===== config.mk =====
export PLATFORM = sky130hd
export DESIGN_NAME = checksum_frame_receiver_core
export DESIGN_NICKNAME = d
export VERILOG_FILES = /design/src/rtl/cfr_pkg.sv /design/src/rtl/checksum_frame_receiver_core.sv
export SDC_FILE = /design/constraint.sdc
export NUM_CORES = 1
export LEC_CHECK = 0
export ABC_CLOCK_PERIOD_IN_PS = 6500
export BUFFER_PORTS_ARGS = -buffer_cell sky130_fd_sc_hd__buf_2
export CORE_ASPECT_RATIO = 1.75
export CORE_MARGIN = 3
export CORE_UTILIZATION = 38
export DETAILED_ROUTE_END_ITERATION = 10
export GPL_ROUTABILITY_DRIVEN = 0
export SLEW_MARGIN = 0
export SYNTH_ARGS = -nofsm -noshare
export SYNTH_HDL_FRONTEND = slang
export SYNTH_SLANG_ARGS = --single-unit

===== constraint.sdc =====
create_clock -name aclk -period 6.5 [get_ports aclk]
set_clock_uncertainty 0.1 [all_clocks]
set_input_delay 0.325 -clock aclk [delete_from_list [all_inputs] [get_ports aclk]]
set_output_delay 0.325 -clock aclk [all_outputs]
set_load 0.01 [all_outputs]

===== src/rtl/cfr_pkg.sv =====
// ============================================================================
// cfr_pkg
// Types and constants for the checksum frame receiver.
// ============================================================================
package cfr_pkg;

    localparam logic [7:0] START_BYTE = 8'h7E;
    localparam logic [7:0] END_BYTE   = 8'h7F;

    typedef logic [1:0] kind_t;

    localparam kind_t KIND_BODY     = 2'd0;
    localparam kind_t KIND_GOOD     = 2'd1;
    localparam kind_t KIND_BADSUM   = 2'd2;
    localparam kind_t KIND_OVERFLOW = 2'd3;

    // One result item.
    typedef struct packed {
        logic [15:0] position;
        kind_t       kind;
        logic [7:0]  out_byte;
    } result_t;

endpackage


===== src/rtl/checksum_frame_receiver_core.sv =====
// ============================================================================
// checksum_frame_receiver_core
// Length-prefixed frame receiver with an 8-bit additive checksum.
// ============================================================================
// Usage:
// The slave channel (s_tvalid/s_tready/s_tdata) takes one received serial
// byte per transfer. A frame is 0x7E, a little-endian 16-bit body length,
// the body bytes, a checksum byte and 0x7F. Bytes outside a frame are dropped.
// The master channel returns at most one result per input transfer: each
// body byte as it arrives (kind 0), and at the end byte a good (kind 1) or
// checksum error (kind 2) report carrying the command byte and body length.
// A frame that would exceed MAX_FRAME_BYTES buffer bytes, counting start and
// end bytes, is aborted with kind 3 and the block waits for a new start byte.
// Throughput is one byte per cycle while s_tready is high: the frame state
// and the 8-bit running sum are updated in the cycle a byte is taken. A
// result is registered before it shows on m_tvalid. The output register is
// backed by a one-entry skid register, so one more result is held while a
// result is stalled; s_tready drops only while both hold results. Reset
// returns the parser to the idle phase and empties both output registers.
// ============================================================================
module checksum_frame_receiver_core
    import cfr_pkg::*;
#(
    parameter int MAX_FRAME_BYTES = 256
) (
    input  logic        aclk,
    input  logic        aresetn,
    // Received byte stream.
    input  logic        s_tvalid,
    output logic        s_tready,
    input  logic [7:0]  s_tdata,   // [7:0] rx_byte
    // Result stream.
    output logic        m_tvalid,
    input  logic        m_tready,
    output logic [23:0] m_tdata,   // [7:0] out_byte, [23:8] position
    output logic [1:0]  m_tuser    // [1:0] kind
);

    // Bytes after the start byte are counted up to MAX_FRAME_BYTES-1.
    localparam int CntW = $clog2(MAX_FRAME_BYTES);
    localparam logic [CntW-1:0] TotalLast = CntW'(MAX_FRAME_BYTES - 1);

    localparam logic [2:0] PH_IDLE   = 3'd0;
    localparam logic [2:0] PH_LEN_LO = 3'd1;
    localparam logic [2:0] PH_LEN_HI = 3'd2;
    localparam logic [2:0] PH_BODY   = 3'd3;
    localparam logic [2:0] PH_CHECK  = 3'd4;
    localparam logic [2:0] PH_END    = 3'd5;

    logic [2:0]      phase_reg,        phase_next;
    logic [15:0]     frame_length_reg, frame_length_next;
    logic [15:0]     body_count_reg,   body_count_next;
    logic [CntW-1:0] total_count_reg,  total_count_next;
    logic [7:0]      running_sum_reg,  running_sum_next;
    logic [7:0]      received_sum_reg, received_sum_next;
    logic [7:0]      command_byte_reg, command_byte_next;

    logic            out_valid_reg,  skid_valid_reg;
    result_t         out_data_reg,   skid_data_reg;

    logic            s_accept;
    logic            m_take;
    logic            res_valid;
    result_t         res;
    logic [15:0]     body_inc;

    assign s_tready = !skid_valid_reg;
    assign s_accept = s_tvalid && s_tready;
    assign m_take   = out_valid_reg && m_tready;
    assign body_inc = body_count_reg + 16'd1;

    // Frame parser: each step uses only compares and narrow adds.
    always_comb begin
        phase_next        = phase_reg;
        frame_length_next = frame_length_reg;
        body_count_next   = body_count_reg;
        total_count_next  = total_count_reg;
        running_sum_next  = running_sum_reg;
        received_sum_next = received_sum_reg;
        command_byte_next = command_byte_reg;
        res_valid         = 1'b0;
        res.out_byte      = command_byte_reg;
        res.kind          = KIND_BODY;
        res.position      = frame_length_reg;

        if (s_accept) begin
            if (phase_reg == PH_IDLE) begin
                if (s_tdata == START_BYTE) begin
                    phase_next        = PH_LEN_LO;
                    frame_length_next = '0;
                    body_count_next   = '0;
                    total_count_next  = '0;
                    running_sum_next  = '0;
                    received_sum_next = '0;
                    command_byte_next = '0;
                end
            end else if (total_count_reg == TotalLast) begin
                // The byte would land past the end of the buffer.
                res_valid  = 1'b1;
                res.kind   = KIND_OVERFLOW;
                phase_next = PH_IDLE;
            end else begin
                total_count_next = total_count_reg + CntW'(1);
                unique case (phase_reg)
                    PH_LEN_LO: begin
                        frame_length_next = {8'd0, s_tdata};
                        running_sum_next  = running_sum_reg + s_tdata;
                        phase_next        = PH_LEN_HI;
                    end
                    PH_LEN_HI: begin
                        frame_length_next = {s_tdata, frame_length_reg[7:0]};
                        running_sum_next  = running_sum_reg + s_tdata;
                        phase_next = ({s_tdata, frame_length_reg[7:0]} == 16'd0)
                                     ? PH_CHECK : PH_BODY;
                    end
                    PH_BODY: begin
                        if (body_count_reg == 16'd0) begin
                            command_byte_next = s_tdata;
                        end
                        running_sum_next = running_sum_reg + s_tdata;
                        res_valid        = 1'b1;
                        res.out_byte     = s_tdata;
                        res.kind         = KIND_BODY;
                        res.position     = body_count_reg;
                        body_count_next  = body_inc;
                        if (body_inc >= frame_length_reg) begin
                            phase_next = PH_CHECK;
                        end
                    end
                    PH_CHECK: begin
                        received_sum_next = s_tdata;
                        phase_next        = PH_END;
                    end
                    PH_END: begin
                        // Extra bytes before the end byte are dropped.
                        if (s_tdata == END_BYTE) begin
                            res_valid  = 1'b1;
                            res.kind   = (running_sum_reg == received_sum_reg)
                                         ? KIND_GOOD : KIND_BADSUM;
                            phase_next = PH_IDLE;
                        end
                    end
                    default: begin
                        phase_next = PH_IDLE;
                    end
                endcase
            end
        end
    end

    always_ff @(posedge aclk) begin
        if (!aresetn) begin
            phase_reg        <= PH_IDLE;
            frame_length_reg <= '0;
            body_count_reg   <= '0;
            total_count_reg  <= '0;
            running_sum_reg  <= '0;
            received_sum_reg <= '0;
            command_byte_reg <= '0;
        end else begin
            phase_reg        <= phase_next;
            frame_length_reg <= frame_length_next;
            body_count_reg   <= body_count_next;
            total_count_reg  <= total_count_next;
            running_sum_reg  <= running_sum_next;
            received_sum_reg <= received_sum_next;
            command_byte_reg <= command_byte_next;
        end
    end

    // Output register with one skid entry behind it.
    always_ff @(posedge aclk) begin
        if (!aresetn) begin
            out_valid_reg  <= 1'b0;
            skid_valid_reg <= 1'b0;
        end else if (m_take) begin
            if (skid_valid_reg) begin
                out_valid_reg  <= 1'b1;
                skid_valid_reg <= 1'b0;
            end else begin
                out_valid_reg <= res_valid;
            end
        end else if (res_valid) begin
            if (!out_valid_reg) begin
                out_valid_reg <= 1'b1;
            end else begin
                skid_valid_reg <= 1'b1;
            end
        end
    end

    always_ff @(posedge aclk) begin
        if (m_take) begin
            if (skid_valid_reg) begin
                out_data_reg <= skid_data_reg;
            end else begin
                out_data_reg <= res;
            end
        end else if (res_valid) begin
            if (!out_valid_reg) begin
                out_data_reg <= res;
            end else begin
                skid_data_reg <= res;
            end
        end
    end

    assign m_tvalid = out_valid_reg;
    assign m_tdata  = {out_data_reg.position, out_data_reg.out_byte};
    assign m_tuser  = out_data_reg.kind;

endmodule


==> reports/results.ini <==
[cells_and_area]
nets = 731
largest_register_ffs = 26
n_antenna_cell = 0
drive_gt1_frac = 0.155
area_growth_syn_to_layout_pct = 14.8
layout.cells.non_filler = 929
fin_area_um2 = 7370

[clock_tree]
numCtsBuffers = 17
cts_tree = done
cts.hold.buffers_added = 0
h-tree-depth = 4
clkLatencyLatePin_ns = 0.42
path_clk_slew_ns = 0.06
cts_buffer_depth = 2
cts.sinks = 121
postCtsSetupBuffers = 0
ctsResizeCount = 0
cts_root_buffer = clkbuf_16

[yosys]
ys.flop_type = dfxtp_1
synth.most_common_cell = dfxtp_1
yosys_warnings = 0
seq_area_frac_synth = 0.458
yosysTopAreaCell = edfxtp_1
synth_edf_count = 52
ys_ff_latch = 121
syn_nets = 704
netlist_area_um2 = 6420
synth_cell_types = 55
synth_cells = 665
syn_avg_cell_area_um2 = 9.65
synth_area_leaders = edfxtp_1 24%, dfxtp_1 22%, ha_1 5.1%, mux2_2 4.2%, o21ai_0 3.5%
synth_common_cells = 69 x dfxtp_1, 58 x nand2_1, 52 x edfxtp_1
async_flop_share = 0
synth_top_area_frac = 0.243

[die]
coreArea_um2 = 16500
rows = 62
die_w_um = 104
ios = 40
fp.dieH_um = 178
initial_utilization = 0.388
die_area_um2 = 18500

[power]
pwr-share-seq = 0.456
intPower_mw = 1.33
switching_share = 0.229
powerDensity_nw_per_um2 = 234
clock_power_share = 0.524
comb_power_share = 0.020
power_leakage_nw = 2.68
switchingPower_uw = 395
vdd_drop_max_v = 0.000139

[sta]
finalHoldViolations = 0
rsz0062_at_grt = no
maxSlewViolCount = 0
tightest_slew_ns = 1.23
max_slew_margin = 0.171
period_share = 0.646
min_period_ns = 4.20
setup-violations-final = 0
fmax_mhz = 238
fin_tns_setup_ns = 0

[drt]
drt_wl_total_mm = 15.2
drt_iter0_drc = 310
vias_per_cell = 5.31
ant_nets = 0
route.detailed.drc = 0
firstDrtPassIters = 4
via_count = 4933
wire_per_inst_um = 16.4

[placed_design]
placed_area_um2 = 6800
hpwl_mm = 11.3
dp_cells = 897
io_buffers = 39

[worst_setup_path]
required_ns = 6.72
cp.arrival_ns = 4.42
ff2ff_path_depth = 13
crit_type = reg2reg
ff2ff_setup_slack_ns = 2.30
crit_fanout = 8
r2r_start = body_count_reg[0]
cp-start-kind = flop
end_kind = flop
rr_endpoint = phase_reg[2]

[job]
maxCapViolCount = 0

[run_status]
status = completed

[grt]
grt_pass1_vias = 5006
grt_pass1_wl_mm = 25.2
grt_use_total = 0.170
grt_max_degree = 71
antenna_found_initial = 0
overflow = 0

[min_path]
min_path_type = in2reg
hold_depth = 3
worstHoldEndpoint = frame_length_reg[8]
hp-start = s_tdata[0]

==> per-stage QoR <==
| stage | util | hold slack (ns) | setup WS, ns | power (mW) |
|---|---|---|---|---|
| 2_1_floorplan | - | 0.344 | 2.82 | 0.821 |
| 4_1_cts | 0.446 | 0.168 | 2.39 | 1.74 |
| 5_1_grt | 0.446 | 0.187 | 1.90 | 1.77 |
| 3_5_place_dp | 0.412 | 0.359 | 2.41 | 0.837 |
| 6_report | 0.446 | 0.171 | 2.30 | 1.73 |
| 3_3_place_gp | 0.412 | 0.357 | 2.79 | 0.837 |
==> placed cells by master, fill, tap and decap left out, types with 10 or more instances in the layout <==
master / Yosys / routed
a21oi_1: 15 / 15
edfxtp_1: 52 / 52
o21a_1: 10 / 10
nor3_1: 16 / 14
mux2_2: 24 / 24
xor2_1: 10 / 10
nor2_1: 35 / 35
nand3_1: 37 / 37
dfxtp_1: 69 / 69
o21ai_0: 45 / 44
inv_1: 29 / 29
ha_1: 26 / 26
a21boi_0: 29 / 29
mux2i_1: 16 / 16
xnor2_1: 20 / 20
nand2_1: 58 / 58
clkbuf_16: 0 / 17
buf_2: 3 / 39
nor2b_1: 32 / 32
nor4_1: 10 / 10
==> metal layers <==
| layer | up-vias | GRT usage | wire length, µm |
|---|---|---|---|
| met2 | 107 | 0.309 | 8150 |
| met3 | 31 | 0.0324 | 408 |
| met4 | 0 | 0.0854 | 474 |
| met5 | - | 0 | 0 |
| met1 | 2363 | 0.188 | 6190 |
| li1 | 2432 | - | - |
==> cells by family after synthesis <==
| kind of cell | count (synthesis) | share of synthesized area |
|---|---|---|
| simple gates | 246 | 0.199 |
| compound gates | 137 | 0.142 |
| flops | 121 | 0.458 |
| buf+inv | 64 | 0.0388 |
| mux | 40 | 0.0671 |
| xor+xnor | 30 | 0.0409 |
| fa+ha+maj | 27 | 0.0538 |
==> power by group through the flow <==
stage | sequential (mW) | combinational, mW | clock, mW
detailed placement | 0.803 | 0.0348 | 0
CTS | 0.786 | 0.0348 | 0.917
finish | 0.786 | 0.0351 | 0.904
global route | 0.786 | 0.0378 | 0.948
global placement | 0.803 | 0.0340 | 0
floorplan | 0.803 | 0.0186 | 0
==> layout make-up <==
class,instances,area (µm²)
repair buffers,43,225
well taps,224,280
clock inverters,15,139
multi-input cells,480,3240
inverters,29,109
fillers,1589,9160
flip-flops and latches,121,2940
clock buffers,17,425
==> worst max-delay path: stages (launching register included) <==
cell and delay, ns:
dfxtp_1 0.45, ha_1 0.27, and3_1 0.28, nand2_1 0.14
nor2_1 0.35, nand3_1 0.18, xnor2_1 0.17, ha_1 0.19
a21o_1 0.16, a21o_1 0.17, a2111o_1 0.45, a2111oi_0 0.73
o21ai_0 0.22, a21boi_0 0.26
==> how the worst max path moves through the flow <==
stage / from / to / slack, ns / cells after the start
3_5_place_dp: body_count_reg[0] / phase_reg[2] / 2.41 / 13
6_report: body_count_reg[0] / phase_reg[2] / 2.30 / 13
5_1_grt: body_count_reg[0] / phase_reg[2] / 1.90 / 13
3_3_place_gp: body_count_reg[0] / phase_reg[2] / 2.79 / 13
4_1_cts: body_count_reg[0] / phase_reg[2] / 2.39 / 13
2_1_floorplan: s_tdata[7] / m_tdata[0] / 2.82 / 5
No activity file was read; power rests on OpenSTA's default activity.
